**config.mk**
```make
export PLATFORM = sky130hd
export DESIGN_NAME = fade_envelope_timer_unit_flat
export DESIGN_NICKNAME = d
export VERILOG_FILES = /design/src/hw/rtl/fet_pkg.sv /design/src/hw/rtl/fet_in_if.sv /design/src/hw/rtl/fet_out_if.sv /design/src/hw/rtl/fet_regs.sv /design/src/hw/rtl/fet_div.sv /design/src/hw/rtl/fet_dp.sv /design/src/hw/rtl/fet_ctrl.sv /design/src/hw/rtl/fade_envelope_timer_unit.sv /design/src/flat_wrapper.sv
export SDC_FILE = /design/constraint.sdc
export NUM_CORES = 2
export LEC_CHECK = 0
export BUFFER_PORTS_ARGS = -buffer_cell sky130_fd_sc_hd__clkbuf_2
export CAP_MARGIN = 10
export CORE_MARGIN = 3
export CORE_UTILIZATION = 58
export DETAILED_ROUTE_END_ITERATION = 16
export HOLD_SLACK_MARGIN = 0.12
export PLACE_DENSITY = 0.84
export SYNTH_ARGS = -nofsm -noshare
export SYNTH_HDL_FRONTEND = slang
export SYNTH_SLANG_ARGS = --single-unit
export TNS_END_PERCENT = 50
```
**constraint.sdc**
```tcl
create_clock -name clk -period 6.6 [get_ports clk]
set_clock_uncertainty 0.15 [all_clocks]
set_input_delay 1.32 -clock clk [delete_from_list [all_inputs] [get_ports clk]]
set_output_delay 1.32 -clock clk [all_outputs]
set_load 0.005 [all_outputs]
```
**src/hw/rtl/fet_pkg.sv**
```systemverilog
// ----------------------------------------------------------------------------
// fet_pkg
// Shared types, register map and command codes of the fade envelope timer.
// ----------------------------------------------------------------------------
`default_nettype none

package fet_pkg;

	// register indexes (byte address = 4 * index)
	localparam logic [2:0] REG_START_TIME    = 3'd0;
	localparam logic [2:0] REG_PLAY_DURATION = 3'd1;
	localparam logic [2:0] REG_INFINITE_MODE = 3'd2;
	localparam logic [2:0] REG_FADE_IN       = 3'd3;
	localparam logic [2:0] REG_FADE_OUT      = 3'd4;
	localparam logic [2:0] REG_PEAK_WEIGHT   = 3'd5;
	localparam logic [2:0] REG_TIME_DIVIDER  = 3'd6;
	localparam logic [2:0] REG_TIME_OFFSET   = 3'd7;

	localparam logic [16:0] PEAK_WEIGHT_RESET  = 17'd65536;
	localparam logic [10:0] TIME_DIVIDER_RESET = 11'd1;

	// request commands
	localparam logic [1:0] CMD_TICK   = 2'd0;
	localparam logic [1:0] CMD_STOP   = 2'd1;
	localparam logic [1:0] CMD_PAUSE  = 2'd2;
	localparam logic [1:0] CMD_RESUME = 2'd3;

	// weight source
	localparam logic [1:0] W_ZERO = 2'd0;
	localparam logic [1:0] W_PEAK = 2'd1;
	localparam logic [1:0] W_DIV  = 2'd2;

	// serial divider step counts
	localparam logic [5:0] WDIV_STEPS = 6'd17;
	localparam logic [5:0] SDIV_STEPS = 6'd32;

	typedef struct packed {
		logic [30:0]        start_time;
		logic [30:0]        play_duration;
		logic               infinite_mode;
		logic [30:0]        fade_in;
		logic [30:0]        fade_out;
		logic [16:0]        peak_weight;
		logic [10:0]        time_divider;
		logic signed [31:0] time_offset;
	} cfg_t;

	typedef struct packed {
		logic load_item;
		logic apply_cmd;
		logic start_sdiv;
		logic add_base;
		logic set_now;
		logic eval;
		logic mul;
		logic start_wdiv;
		logic load_out;
	} dp_ctrl_t;

	typedef struct packed {
		logic tick_run;
		logic weight_div;
		logic div_busy;
	} dp_stat_t;

endpackage

`default_nettype wire

```
**src/hw/rtl/fet_in_if.sv**
```systemverilog
// ----------------------------------------------------------------------------
// fet_in_if
// Request channel: command and absolute time.
// ----------------------------------------------------------------------------
`default_nettype none

interface fet_in_if;
	logic        valid;
	logic        ready;
	logic [1:0]  command;
	logic [30:0] now_time;

	modport source (output valid, output command, output now_time, input ready);
	modport sink (input valid, input command, input now_time, output ready);
endinterface

`default_nettype wire

```
**src/hw/rtl/fet_out_if.sv**
```systemverilog
// ----------------------------------------------------------------------------
// fet_out_if
// Result channel: blend weight, sample time and status flags.
// ----------------------------------------------------------------------------
`default_nettype none

interface fet_out_if;
	logic               valid;
	logic               ready;
	logic [16:0]        weight;
	logic signed [31:0] sample_time;
	logic               pending;
	logic               active;
	logic               stopping;
	logic               expired;

	modport source (output valid, output weight, output sample_time, output pending,
		output active, output stopping, output expired, input ready);
	modport sink (input valid, input weight, input sample_time, input pending,
		input active, input stopping, input expired, output ready);
endinterface

`default_nettype wire

```
**src/hw/rtl/fet_regs.sv**
```systemverilog
// ----------------------------------------------------------------------------
// fet_regs
// APB configuration registers.
// ----------------------------------------------------------------------------
`default_nettype none

module fet_regs (
	input  wire logic          clk,
	input  wire logic          arst_n,
	input  wire logic          psel,
	input  wire logic          penable,
	input  wire logic          pwrite,
	input  wire logic [4:0]    paddr,
	input  wire logic [31:0]   pwdata,
	output logic [31:0]        prdata,
	output fet_pkg::cfg_t      cfg,
	output logic               dur_wr,
	output logic [30:0]        dur_data
);

	fet_pkg::cfg_t cfg_q;
	logic          wr_en;
	logic [2:0]    idx;

	assign wr_en    = psel & penable & pwrite;
	assign idx      = paddr[4:2];
	assign cfg      = cfg_q;
	assign dur_wr   = wr_en && (idx == fet_pkg::REG_PLAY_DURATION);
	assign dur_data = pwdata[30:0];

	always_ff @(posedge clk or negedge arst_n) begin
		if (!arst_n) begin
			cfg_q.start_time    <= '0;
			cfg_q.play_duration <= '0;
			cfg_q.infinite_mode <= 1'b0;
			cfg_q.fade_in       <= '0;
			cfg_q.fade_out      <= '0;
			cfg_q.peak_weight   <= fet_pkg::PEAK_WEIGHT_RESET;
			cfg_q.time_divider  <= fet_pkg::TIME_DIVIDER_RESET;
			cfg_q.time_offset   <= '0;
		end else if (wr_en) begin
			unique case (idx)
				fet_pkg::REG_START_TIME:    cfg_q.start_time    <= pwdata[30:0];
				fet_pkg::REG_PLAY_DURATION: cfg_q.play_duration <= pwdata[30:0];
				fet_pkg::REG_INFINITE_MODE: cfg_q.infinite_mode <= pwdata[0];
				fet_pkg::REG_FADE_IN:       cfg_q.fade_in       <= pwdata[30:0];
				fet_pkg::REG_FADE_OUT:      cfg_q.fade_out      <= pwdata[30:0];
				fet_pkg::REG_PEAK_WEIGHT:   cfg_q.peak_weight   <= pwdata[16:0];
				fet_pkg::REG_TIME_DIVIDER:  cfg_q.time_divider  <= pwdata[10:0];
				fet_pkg::REG_TIME_OFFSET:   cfg_q.time_offset   <= $signed(pwdata);
				default: ;
			endcase
		end
	end

	always_comb begin
		unique case (idx)
			fet_pkg::REG_START_TIME:    prdata = {1'b0, cfg_q.start_time};
			fet_pkg::REG_PLAY_DURATION: prdata = {1'b0, cfg_q.play_duration};
			fet_pkg::REG_INFINITE_MODE: prdata = {31'b0, cfg_q.infinite_mode};
			fet_pkg::REG_FADE_IN:       prdata = {1'b0, cfg_q.fade_in};
			fet_pkg::REG_FADE_OUT:      prdata = {1'b0, cfg_q.fade_out};
			fet_pkg::REG_PEAK_WEIGHT:   prdata = {15'b0, cfg_q.peak_weight};
			fet_pkg::REG_TIME_DIVIDER:  prdata = {21'b0, cfg_q.time_divider};
			fet_pkg::REG_TIME_OFFSET:   prdata = cfg_q.time_offset;
			default:                    prdata = '0;
		endcase
	end

endmodule

`default_nettype wire

```
**src/hw/rtl/fet_div.sv**
```systemverilog
// ----------------------------------------------------------------------------
// fet_div
// Radix-2 restoring divider, one quotient bit per cycle. The partial
// remainder is preloaded so a short quotient needs only a few steps.
// ----------------------------------------------------------------------------
`default_nettype none

module fet_div (
	input  wire logic        clk,
	input  wire logic        arst_n,
	input  wire logic        start,
	input  wire logic [30:0] rem_init,
	input  wire logic [31:0] dvd_init,
	input  wire logic [5:0]  cnt_init,
	input  wire logic [30:0] divisor,
	output logic             busy,
	output logic [31:0]      quo
);

	logic [30:0] rem_q;
	logic [31:0] dvd_q;
	logic [30:0] d_q;
	logic [5:0]  cnt_q;
	logic [32:0] trial;
	logic        ge;

	// remainder stays below the divisor, so the shifted value fits 32 bits
	assign trial = {1'b0, rem_q, dvd_q[31]} - {2'b0, d_q};
	assign ge    = ~trial[32];
	assign busy  = (cnt_q != 6'd0);
	assign quo   = dvd_q;

	always_ff @(posedge clk or negedge arst_n) begin
		if (!arst_n) begin
			cnt_q <= '0;
		end else if (start) begin
			cnt_q <= cnt_init;
		end else if (busy) begin
			cnt_q <= cnt_q - 6'd1;
		end
	end

	always_ff @(posedge clk) begin
		if (start) begin
			rem_q <= rem_init;
			dvd_q <= dvd_init;
			d_q   <= divisor;
		end else if (busy) begin
			rem_q <= ge ? trial[30:0] : {rem_q[29:0], dvd_q[31]};
			dvd_q <= {dvd_q[30:0], ge};
		end
	end

endmodule

`default_nettype wire

```
**src/hw/rtl/fet_dp.sv**
```systemverilog
// ----------------------------------------------------------------------------
// fet_dp
// Datapath: timer state, command effects, flags, weight and sample time.
// ----------------------------------------------------------------------------
`default_nettype none

module fet_dp (
	input  wire logic            clk,
	input  wire logic            arst_n,
	input  wire fet_pkg::cfg_t   cfg,
	input  wire logic            dur_wr,
	input  wire logic [30:0]     dur_data,
	input  wire fet_pkg::dp_ctrl_t ctrl,
	output fet_pkg::dp_stat_t    stat,
	input  wire logic [1:0]      item_command,
	input  wire logic [30:0]     item_now_time,
	output logic [16:0]          weight,
	output logic signed [31:0]   sample_time,
	output logic                 pending,
	output logic                 active,
	output logic                 stopping,
	output logic                 expired
);

	// timer state
	logic [31:0] live_q;
	logic [31:0] cur_rel_q;
	logic [31:0] last_rel_q;
	logic [31:0] base_q;
	logic [31:0] snow_q;
	logic        paused_q;

	// per-request working registers
	logic [1:0]  cmd_q;
	logic [31:0] rel_q;
	logic [31:0] frame_q;
	logic [1:0]  wsel_q;
	logic [30:0] mul_a_q;
	logic [30:0] wdiv_d_q;
	logic [47:0] prod_q;
	logic        pend_q, act_q, stop_q, expd_q;

	// result register
	logic [16:0] res_weight_q;
	logic [31:0] res_sample_q;
	logic        res_pend_q, res_act_q, res_stop_q, res_expd_q;

	logic               inf;
	logic signed [33:0] diff;
	logic signed [33:0] fo_s;
	logic               stop_now;
	logic [32:0]        stop_sum;
	logic [31:0]        stop_live;
	logic               pend_d, act_d, expd_d, diff_pos, fo_br, fi_br;
	logic [1:0]         wsel_d;
	logic [30:0]        div_one;
	logic [31:0]        sdiv_mag;
	logic               div_start, div_busy;
	logic [30:0]        div_rem_init, div_d;
	logic [31:0]        div_dvd_init, quo;
	logic [5:0]         div_cnt;
	logic [16:0]        weight_d;

	assign inf  = cfg.infinite_mode;
	// live duration minus time since start: end of job relative to now
	assign diff = $signed({{2{live_q[31]}}, live_q}) - $signed({{2{rel_q[31]}}, rel_q});
	assign fo_s = $signed({3'b0, cfg.fade_out});

	assign stop_now  = !inf && (diff <= fo_s);
	assign stop_sum  = {rel_q[31], rel_q} + {2'b0, cfg.fade_out};
	assign stop_live = (!stop_sum[32] && stop_sum[31]) ? 32'h7FFF_FFFF : stop_sum[31:0];

	assign pend_d   = rel_q[31];
	assign diff_pos = (diff > 34'sd0);
	assign act_d    = !pend_d && (inf || diff_pos);
	assign expd_d   = !inf && !diff_pos;
	assign fo_br    = act_d && !inf && (cfg.fade_out != 31'd0) && (diff < fo_s);
	assign fi_br    = act_d && (cfg.fade_in != 31'd0) && (rel_q[30:0] < cfg.fade_in);

	always_comb begin
		if (!act_d) begin
			wsel_d = fet_pkg::W_ZERO;
		end else if (fo_br || fi_br) begin
			wsel_d = fet_pkg::W_DIV;
		end else begin
			wsel_d = fet_pkg::W_PEAK;
		end
	end

	assign div_one  = (cfg.time_divider == 11'd0) ? 31'd1 : {20'b0, cfg.time_divider};
	assign sdiv_mag = frame_q[31] ? (32'd0 - frame_q) : frame_q;

	assign div_start    = ctrl.start_sdiv | ctrl.start_wdiv;
	assign div_rem_init = ctrl.start_wdiv ? prod_q[47:17] : 31'd0;
	assign div_dvd_init = ctrl.start_wdiv ? {prod_q[16:0], 15'b0} : sdiv_mag;
	assign div_cnt      = ctrl.start_wdiv ? fet_pkg::WDIV_STEPS : fet_pkg::SDIV_STEPS;
	assign div_d        = ctrl.start_wdiv ? wdiv_d_q : div_one;

	fet_div u_div (
		.clk      (clk),
		.arst_n   (arst_n),
		.start    (div_start),
		.rem_init (div_rem_init),
		.dvd_init (div_dvd_init),
		.cnt_init (div_cnt),
		.divisor  (div_d),
		.busy     (div_busy),
		.quo      (quo)
	);

	assign stat.tick_run   = (cmd_q == fet_pkg::CMD_TICK) && !paused_q;
	assign stat.weight_div = (wsel_d == fet_pkg::W_DIV);
	assign stat.div_busy   = div_busy;

	always_ff @(posedge clk or negedge arst_n) begin
		if (!arst_n) begin
			live_q     <= '0;
			cur_rel_q  <= '0;
			last_rel_q <= '0;
			base_q     <= '0;
			snow_q     <= '0;
			paused_q   <= 1'b0;
		end else begin
			if (dur_wr) begin
				live_q <= {1'b0, dur_data};
			end
			if (ctrl.apply_cmd) begin
				case (cmd_q)
					fet_pkg::CMD_TICK: begin
						cur_rel_q  <= rel_q;
						last_rel_q <= rel_q;
					end
					fet_pkg::CMD_STOP: begin
						if (!stop_now) begin
							live_q <= stop_live;
						end
					end
					fet_pkg::CMD_PAUSE: begin
						paused_q   <= 1'b1;
						last_rel_q <= cur_rel_q;
						base_q     <= snow_q;
					end
					default: begin
						paused_q <= 1'b0;
					end
				endcase
			end
			if (ctrl.add_base) begin
				base_q <= frame_q[31] ? (base_q - quo) : (base_q + quo);
			end
			if (ctrl.set_now) begin
				snow_q <= base_q + cfg.time_offset;
			end
		end
	end

	always_ff @(posedge clk) begin
		if (ctrl.load_item) begin
			cmd_q <= item_command;
			rel_q <= {1'b0, item_now_time} - {1'b0, cfg.start_time};
		end
		if (ctrl.apply_cmd) begin
			frame_q <= rel_q - last_rel_q;
		end
		if (ctrl.eval) begin
			pend_q   <= pend_d;
			act_q    <= act_d;
			stop_q   <= stop_now;
			expd_q   <= expd_d;
			wsel_q   <= wsel_d;
			mul_a_q  <= fo_br ? diff[30:0] : rel_q[30:0];
			wdiv_d_q <= fo_br ? cfg.fade_out : cfg.fade_in;
		end
		if (ctrl.mul) begin
			prod_q <= {31'b0, cfg.peak_weight} * {17'b0, mul_a_q};
		end
		if (ctrl.load_out) begin
			res_weight_q <= weight_d;
			res_sample_q <= snow_q;
			res_pend_q   <= pend_q;
			res_act_q    <= act_q;
			res_stop_q   <= stop_q;
			res_expd_q   <= expd_q;
		end
	end

	always_comb begin
		case (wsel_q)
			fet_pkg::W_PEAK: weight_d = cfg.peak_weight;
			fet_pkg::W_DIV:  weight_d = quo[16:0];
			default:         weight_d = 17'd0;
		endcase
	end

	assign weight      = res_weight_q;
	assign sample_time = $signed(res_sample_q);
	assign pending     = res_pend_q;
	assign active      = res_act_q;
	assign stopping    = res_stop_q;
	assign expired     = res_expd_q;

endmodule

`default_nettype wire

```
**src/hw/rtl/fet_ctrl.sv**
```systemverilog
// ----------------------------------------------------------------------------
// fet_ctrl
// Sequencer: walks one request through command, sample-time division (unpaused
// tick), flag evaluation, weight division (in a fade) and the result register.
// ----------------------------------------------------------------------------
`default_nettype none

module fet_ctrl (
	input  wire logic              clk,
	input  wire logic              arst_n,
	input  wire logic              in_valid,
	output logic                   in_ready,
	output logic                   out_valid,
	input  wire logic              out_ready,
	output fet_pkg::dp_ctrl_t      ctrl,
	input  wire fet_pkg::dp_stat_t stat
);

	localparam logic [3:0] ST_IDLE   = 4'd0;
	localparam logic [3:0] ST_CMD    = 4'd1;
	localparam logic [3:0] ST_SMAG   = 4'd2;
	localparam logic [3:0] ST_SDIV   = 4'd3;
	localparam logic [3:0] ST_SBASE  = 4'd4;
	localparam logic [3:0] ST_SNOW   = 4'd5;
	localparam logic [3:0] ST_EVAL   = 4'd6;
	localparam logic [3:0] ST_MUL    = 4'd7;
	localparam logic [3:0] ST_WSTART = 4'd8;
	localparam logic [3:0] ST_WDIV   = 4'd9;
	localparam logic [3:0] ST_OUT    = 4'd10;

	logic [3:0] state_q, state_d;
	logic       out_valid_q;
	logic       out_free;

	assign in_ready  = (state_q == ST_IDLE);
	assign out_valid = out_valid_q;
	assign out_free  = !out_valid_q || out_ready;

	always_comb begin
		state_d = state_q;
		ctrl    = '0;
		unique case (state_q)
			ST_IDLE: begin
				if (in_valid) begin
					ctrl.load_item = 1'b1;
					state_d        = ST_CMD;
				end
			end
			ST_CMD: begin
				ctrl.apply_cmd = 1'b1;
				state_d        = stat.tick_run ? ST_SMAG : ST_EVAL;
			end
			ST_SMAG: begin
				ctrl.start_sdiv = 1'b1;
				state_d         = ST_SDIV;
			end
			ST_SDIV: begin
				if (!stat.div_busy) begin
					state_d = ST_SBASE;
				end
			end
			ST_SBASE: begin
				ctrl.add_base = 1'b1;
				state_d       = ST_SNOW;
			end
			ST_SNOW: begin
				ctrl.set_now = 1'b1;
				state_d      = ST_EVAL;
			end
			ST_EVAL: begin
				ctrl.eval = 1'b1;
				state_d   = stat.weight_div ? ST_MUL : ST_OUT;
			end
			ST_MUL: begin
				ctrl.mul = 1'b1;
				state_d  = ST_WSTART;
			end
			ST_WSTART: begin
				ctrl.start_wdiv = 1'b1;
				state_d         = ST_WDIV;
			end
			ST_WDIV: begin
				if (!stat.div_busy) begin
					state_d = ST_OUT;
				end
			end
			ST_OUT: begin
				if (out_free) begin
					ctrl.load_out = 1'b1;
					state_d       = ST_IDLE;
				end
			end
			default: begin
				state_d = ST_IDLE;
			end
		endcase
	end

	always_ff @(posedge clk or negedge arst_n) begin
		if (!arst_n) begin
			state_q     <= ST_IDLE;
			out_valid_q <= 1'b0;
		end else begin
			state_q <= state_d;
			if (ctrl.load_out) begin
				out_valid_q <= 1'b1;
			end else if (out_ready) begin
				out_valid_q <= 1'b0;
			end
		end
	end

endmodule

`default_nettype wire

```
**src/hw/rtl/fade_envelope_timer_unit.sv**
```systemverilog
// ----------------------------------------------------------------------------
// fade_envelope_timer_unit
// Timing and linear fade envelope of one timed playback job.
//
//   port      dir   handshake         content
//   items     in    valid/ready       command, now_time
//   results   out   valid/ready       weight, sample_time, flags
//   apb       in    psel/penable      8 config registers at 4*index
//
// A stop, pause or resume request with a flat weight skips both divisions,
// while an unpaused tick inside a fade runs both: the shared serial
// divider spends 32 steps on the sample time and 17 on the fade weight.
// Reset clears the timer state and loads the register defaults.
// A finished result waits in the output register; the next request is taken
// while it waits, and the sequencer only stalls at its final step.
// ----------------------------------------------------------------------------
`default_nettype none

module fade_envelope_timer_unit (
	input  wire logic        clk,
	input  wire logic        arst_n,
	input  wire logic        psel,
	input  wire logic        penable,
	input  wire logic        pwrite,
	input  wire logic [4:0]  paddr,
	input  wire logic [31:0] pwdata,
	output logic [31:0]      prdata,
	output logic             pready,
	fet_in_if.sink           items,
	fet_out_if.source        results
);

	fet_pkg::cfg_t     cfg;
	fet_pkg::dp_ctrl_t ctrl;
	fet_pkg::dp_stat_t stat;
	logic              dur_wr;
	logic [30:0]       dur_data;

	assign pready = 1'b1;

	fet_regs u_regs (
		.clk      (clk),
		.arst_n   (arst_n),
		.psel     (psel),
		.penable  (penable),
		.pwrite   (pwrite),
		.paddr    (paddr),
		.pwdata   (pwdata),
		.prdata   (prdata),
		.cfg      (cfg),
		.dur_wr   (dur_wr),
		.dur_data (dur_data)
	);

	fet_ctrl u_ctrl (
		.clk       (clk),
		.arst_n    (arst_n),
		.in_valid  (items.valid),
		.in_ready  (items.ready),
		.out_valid (results.valid),
		.out_ready (results.ready),
		.ctrl      (ctrl),
		.stat      (stat)
	);

	fet_dp u_dp (
		.clk           (clk),
		.arst_n        (arst_n),
		.cfg           (cfg),
		.dur_wr        (dur_wr),
		.dur_data      (dur_data),
		.ctrl          (ctrl),
		.stat          (stat),
		.item_command  (items.command),
		.item_now_time (items.now_time),
		.weight        (results.weight),
		.sample_time   (results.sample_time),
		.pending       (results.pending),
		.active        (results.active),
		.stopping      (results.stopping),
		.expired       (results.expired)
	);

endmodule

`default_nettype wire

```
**src/flat_wrapper.sv**
```systemverilog
// flat-port wrapper written by rule: the top's interface ports become plain ports
module fade_envelope_timer_unit_flat 
  (clk, arst_n, psel, penable, pwrite, paddr, pwdata, prdata, pready, items_valid, items_command, items_now_time, items_ready, results_valid, results_weight, results_sample_time, results_pending, results_active, results_stopping, results_expired, results_ready);
  fet_in_if items_i ();
  fet_out_if results_i ();
  input  wire logic clk;
  input  wire logic arst_n;
  input  wire logic psel;
  input  wire logic penable;
  input  wire logic pwrite;
  input  wire logic [4:0] paddr;
  input  wire logic [31:0] pwdata;
  output logic [31:0] prdata;
  output logic pready;
  input wire logic [$bits(items_i.valid)-1:0] items_valid;
  input wire logic [$bits(items_i.command)-1:0] items_command;
  input wire logic [$bits(items_i.now_time)-1:0] items_now_time;
  output wire logic [$bits(items_i.ready)-1:0] items_ready;
  output wire logic [$bits(results_i.valid)-1:0] results_valid;
  output wire logic [$bits(results_i.weight)-1:0] results_weight;
  output wire logic [$bits(results_i.sample_time)-1:0] results_sample_time;
  output wire logic [$bits(results_i.pending)-1:0] results_pending;
  output wire logic [$bits(results_i.active)-1:0] results_active;
  output wire logic [$bits(results_i.stopping)-1:0] results_stopping;
  output wire logic [$bits(results_i.expired)-1:0] results_expired;
  input wire logic [$bits(results_i.ready)-1:0] results_ready;
  assign items_i.valid = items_valid;
  assign items_i.command = items_command;
  assign items_i.now_time = items_now_time;
  assign items_ready = items_i.ready;
  assign results_valid = results_i.valid;
  assign results_weight = results_i.weight;
  assign results_sample_time = results_i.sample_time;
  assign results_pending = results_i.pending;
  assign results_active = results_i.active;
  assign results_stopping = results_i.stopping;
  assign results_expired = results_i.expired;
  assign results_i.ready = results_ready;
  fade_envelope_timer_unit u_core (.clk(clk), .arst_n(arst_n), .psel(psel), .penable(penable), .pwrite(pwrite), .paddr(paddr), .pwdata(pwdata), .prdata(prdata), .pready(pready), .items(items_i), .results(results_i));
endmodule
```
After elaboration in Yosys (flattened, before gate mapping)
Index checks and enable logic that the tools add are counted.
{ "op_classes": {"addsub": 10, "n_mul": 1, "n_div": 0, "order_cmp": 4, "n_eq_ne": 26, "n_shift": 0, "n_mux": 50, "bitwise": 5, "n_reduce_logical": 46} }
{ "op_table": {"columns": ["cell", "n"], "rows": [
  ["$mux W32", 13],
  ["$pmux W32 S8", 1],
  ["$mux W31", 7],
  ["$add A32 B32 Y32", 2],
  ["$pmux W32 S2", 1],
  ["$sub A32 B32 Y32", 2],
  ["$reduce_bool A31 Y1", 2],
  ["$mul A17 B31 Y48", 1],
  ["$pmux W4 S11", 1],
  ["$gt A34 B1 Y1 const B", 1],
  ["$le A34 B32 Y1", 1],
  ["$lt A34 B32 Y1", 1],
  ["$pmux W17 S2", 1],
  ["$add A32 B32 Y33", 1],
  ["$sub A32 B31 Y33", 1],
  ["$sub A32 B32 Y33", 1],
  ["$sub A1 B32 Y32 const A", 1],
  ["$sub A31 B31 Y32", 1],
  ["$lt A31 B31 Y1", 1],
  ["$reduce_and A2 Y1", 12],
  ["$mux W4", 5],
  ["$mux W6", 3],
  ["$eq A4 B3 Y1 const B", 4],
  ["$mux W1", 13],
  ["other kinds (28)", 65]
]} }
{ "word_totals": {"register_bits": 686, "latch_bits": 0, "ram_bits": 0, "rom_bits": 0, "input_bits": 77, "out_inout_bits": 88, "elab_cells": 179, "mem_count": 0} }

Depth between registers and ports, before layout
{ "logic_depth": {"word_depth": 13, "depth_mapped": 26, "mapped_depth_nobuf": 25} }

By module
From an unflattened synthesis, not the netlist that was laid out.
{ "unflattened": {"cells_unflattened": 6059, "hier_area_um2": 60088.9} }
{ "by_module_without_submodules": {"columns": ["mod", "instances", "cells_per_inst", "area_per_inst_um2", "seq_area_each_um2"], "rows": [
  ["fet_dp", 1, 4826, 44863.0, 11085.6],
  ["fet_regs", 1, 653, 8659.6, 4631.9],
  ["fet_div", 1, 532, 6149.6, 2972.9],
  ["fet_ctrl", 1, 46, 405.4, 125.1],
  ["fade_envelope_timer_unit", 1, 2, 11.3, 0.0]
]} }

Worst setup path after synthesis
Ideal clock, no wire load.
{ "synth_timing": {"kind": "flip-flop to flip-flop", "start": "register u_core.u_regs.cfg_q (netlist bit u_core.u_regs.cfg[45])", "end": "register u_core.u_dp.prod_q[40], data pin", "setup_time_ps": 158, "arrival_ps": 6478, "t_required_ps": 6292, "setup_slack_ps": -186, "path_stages_with_launch": 22, "n_path_buf": 1, "synth_period_minus_slack_ps": 6786, "cell_sequence": "dfrtp_1 -> clkbuf_1 -> nand2_1 -> fa_1 -> fa_1 -> fa_1 -> fa_1 -> inv_1 -> fa_1 -> fa_1 -> ha_1 -> a21o_1 -> a21oi_1 -> nand2b_1 -> a31oi_1 -> o31ai_1 -> o41ai_1 -> o21bai_1 -> o21ai_0 -> or3_1 -> a2111o_1 -> o211ai_1"} }
{ "synth_via": {"elab_chain_len": 1} }
{ "synth_lines": {"columns": ["element", "line", "text"], "rows": [
  ["from (decl)", "fet_regs.sv:21", "fet_pkg::cfg_t cfg_q;"],
  ["$mul A17 B31 Y48", "fet_dp.sv:175", "prod_q <= {31'b0, cfg.peak_weight} * {17'b0, mul_a_q};"],
  ["to (signal assigned)", "fet_dp.sv:175", null],
  ["to (decl)", "fet_dp.sv:40", "logic [47:0] prod_q;"]
]} }
No other way between the ends.
A chain may end at the register's enable or synchronous reset.

Final worst setup path
{ "layout_timing": {"start": "register u_core.u_regs.cfg_q (netlist bit u_core.u_regs.cfg[48])", "end": "register u_core.u_dp.prod_q[44], data pin"} }
The elaborated chain is that of the path after synthesis.

==> flow_metrics.env <==
export IMPL_synth_top_area_share_pct=16.9
export IMPL_grt_ovfl_total=0
export IMPL_fmax_mhz=144
export IMPL_setup_ws_ps=-334
export IMPL_clock_root_buffer="clkbuf_16"
export IMPL_htreeDepth=3
export IMPL_stdcell_count=7782
export IMPL_rows=115
export IMPL_clockBufferDepth=3
export IMPL_cp_arrival_ps=7130
export IMPL_avgSynthCellArea_um2=9.53
export IMPL_dr_total_vias=49000
export IMPL_end_kind="flip-flop"
export IMPL_pin_count=165
export IMPL_hold_viol=0
export IMPL_initial_core_util_pct=58.9
export IMPL_synth_largest_area_cell="edfxtp_1"
export IMPL_hp_class="reg2reg"
export IMPL_wl_per_cell_um=24.1
export IMPL_synth_cell_type_count=100
export IMPL_viasPerCell=6.29
export IMPL_die_h_um=323
export IMPL_dp_hpwl_um=145000
export IMPL_place_congestion=1.11
export IMPL_yosysSeqAreaShare_pct=32.2
export IMPL_tightest_slew_ps=1060
export IMPL_hold_buffers=0
export IMPL_setup_viol_count_final=13
export IMPL_coreArea_mm2=0.0991
export IMPL_worstPathMaxFanout=8
export IMPL_clk_latency_ps=640
export IMPL_cts_tree="yes"
export IMPL_routed_wirelength_um=187000
export IMPL_outcome="finished with violations"
export IMPL_place_inst=7625
export IMPL_max_slew_margin_pct=29.0
export IMPL_synth_area_leaders="edfxtp_1 17%, dfrtp_1 15%, fa_1 15%"
export IMPL_dr_pass1_iters=7
export IMPL_first_global_vias=48200
export IMPL_grt_max_degree=164
export IMPL_max_cap_violations=0
export IMPL_slew_viol_final=0
export IMPL_synth_seq_cells=686
export IMPL_drive_gt1_share_pct=13.4
export IMPL_synth_most_common_cell="nand2_1"
export IMPL_grt_pass1_wl_um=281000
export IMPL_worstPathRequired_ps=6800
export IMPL_fp_dieW_um=323
export IMPL_netlist_instances=6128
export IMPL_violations="negative setup slack"
export IMPL_clock_sinks=686
export IMPL_synth_edf_count=329
export IMPL_area_delta_synth_final_pct=12.1
export IMPL_syn_nets=7051
export IMPL_cts_buffers=73
export IMPL_fin_crit_sh_pct=105
export IMPL_rsz0062_at_grt="yes"
export IMPL_ys_warn_count=0
export IMPL_syn_area_mm2=0.0584
export IMPL_async_flop_share_pct=52.0
export IMPL_path_class="reg2reg"
export IMPL_drt_antenna_violating_nets=0
export IMPL_synth_main_ff_cell="dfrtp_1"
export IMPL_setup_worst_path_start_class="flip-flop"
export IMPL_die_area_mm2=0.104
export IMPL_synthTopCellsByCount="829 x nand2_1, 769 x inv_1, 441 x fa_1, 405 x ha_1, 355 x dfrtp_1"
export IMPL_period_needed_ps=6930
export IMPL_num_fill_cells=7265
export IMPL_drc=0
export IMPL_fin_nets=7358
export IMPL_drt_initial_drc_count=5771
export IMPL_antenna_found_initial=8
export IMPL_cts_clk_slew_worst_paths_ps=60
export IMPL_grt_total_usage_pct=35.3
export IMPL_io_buffer_count=161
[worst paths after layout]
| check | start | end | slack, ps | depth (start not counted) |
|---|---|---|---|---|
| max in group asynchronous | arst_n | u_core.u_dp.snow_q[31]$_DFFE_PN0P_ | 4260 | 2 |
| min in group asynchronous | arst_n | u_core.u_regs.cfg[160]$_DFFE_PN0P_ | 550 | 1 |
| hold / removal | u_core.u_dp.pend_q$_DFFE_PP_ | u_core.u_dp.pending$_DFFE_PP_ | 290 | 0 |
| hold reg to reg | u_core.u_dp.pend_q$_DFFE_PP_ | u_core.u_dp.pending$_DFFE_PP_ | 290 | 0 |
| setup / recovery | u_core.u_regs.cfg[48]$_DFFE_PN0P_ | u_core.u_dp.prod_q[44]$_DFFE_PP_ | -330 | 24 |
| setup reg to reg | u_core.u_regs.cfg[48]$_DFFE_PN0P_ | u_core.u_dp.prod_q[44]$_DFFE_PP_ | -330 | 24 |
[routing by layer]
layer / up-vias / routed length, um / GRT usage, %
met5: - / 36 / 0
met4: 6 / 11200 / 17.3
met3: 561 / 22300 / 8.28
met2: 2859 / 82000 / 54.3
met1: 24100 / 71700 / 47.2
li1: 21500 / - / -
[cell usage in the layout (no fill, tap or decap), types with 24 or more instances in the layout]
cell type / Yosys / routed
a211oi_1: 75 / 71
a21o_1: 111 / 111
a21oi_1: 307 / 298
a22oi_1: 53 / 52
a31oi_1: 26 / 24
a32oi_1: 32 / 32
and2_1: 235 / 229
buf_12: 2 / 27
buf_4: 1 / 286
clkbuf_16: 0 / 81
clkbuf_2: 0 / 159
dfrtp_1: 355 / 353
edfxtp_1: 329 / 329
fa_1: 441 / 440
ha_1: 405 / 396
inv_1: 769 / 763
mux2_2: 120 / 120
mux2_4: 29 / 29
mux2i_1: 98 / 98
nand2_1: 829 / 826
nand2b_1: 47 / 46
nand3_1: 63 / 62
nand4_1: 32 / 32
nor2_1: 273 / 269
nor2b_1: 47 / 46
nor3_1: 81 / 75
nor4_1: 39 / 39
o211ai_1: 38 / 38
o21a_1: 65 / 65
o21ai_0: 323 / 318
o21bai_1: 32 / 31
o22ai_1: 25 / 25
o31ai_1: 33 / 30
or3_1: 28 / 25
xnor2_1: 167 / 167
xor2_1: 104 / 104
[worst max-delay path, cell delays in order, from the launching register on]
cell	delay [ps]
dfrtp_2	500
clkbuf_16	190
buf_6	130
and2_1	150
fa_1	510
fa_1	550
ha_4	190
fa_1	480
fa_1	500
inv_1	50
fa_1	470
inv_1	50
ha_2	330
o21a_1	180
o2111a_1	260
o211ai_1	160
a31oi_2	240
o31ai_2	80
buf_4	160
o41ai_4	320
o21bai_4	140
o2111ai_1	340
a2111oi_2	130
a41oi_1	200
o311ai_0	170
[per-stage QoR]
step	setup WS, ps	instance area, um^2	hold slack (ps)	utilization (%)	setup TNS [ps]
floorplan	0.298	58400	250	-	0
global placement	-584	62500	251	63.0	-4810
detailed placement	-691	62500	267	63.0	-6420
CTS	-258	65000	281	65.6	-1390
global route	-563	65400	300	66.0	-5730
finish	-334	65500	285	66.0	-2260
[area by class of cell]
cell class              count  area (um^2)  share of cell area (%)
clock inverters            22          155                   0.237
inverters                 770         2890                    4.42
multi-input cells        4413        36000                    55.1
diodes                      4         10.0                  0.0153
flip-flops and latches    686        18800                    28.7
repair buffers            491         3750                    5.74
well taps                1287         1610                    2.46
clock buffers             109         2180                    3.33
[sequential cells by signal (all words and copies together), names as in the netlist, 2 cells and up]
name and count:
u_core.u_dp.cmd_q 2, u_core.u_dp.base_q 32, u_core.u_dp.rel_q 32, u_core.u_dp.last_rel_q 32
u_core.u_dp.mul_a_q 31, u_core.u_dp.u_div.d_q 31, u_core.u_dp.wsel_q 2, u_core.u_regs.cfg 185
u_core.u_dp.u_div.quo 32, u_core.u_dp.wdiv_d_q 31, u_core.u_dp.frame_q 32, u_core.u_ctrl.state_q 4
u_core.u_dp.live_q 32, u_core.u_dp.u_div.cnt_q 6, u_core.u_dp.snow_q 32, u_core.u_dp.cur_rel_q 32
u_core.u_dp.prod_q 48, u_core.u_dp.u_div.rem_q 31, u_core.u_dp.sample_time 32, u_core.u_dp.weight 17
[cells by family after synthesis]
| logic type | synth area share (%) |
|---|---|
| flops | 32.2 |
| mux | 4.90 |
| buf+inv | 6.74 |
| fa+ha+maj | 23.8 |
| xor+xnor | 4.10 |
| other cells | 0.00642 |
| compound gates | 14.1 |
| simple gates | 14.1 |
[repair_timing]
item | CTS | global route
cloned | 0 | 4
setup endpoints to repair | 15 | 18
gates resized for setup | 38 | 43
pin swaps | 12 | 40
setup buffers | 7 | 13
Power is not shown: default switching activity piles up to over one toggle a cycle in this logic, so the estimate is an artifact.
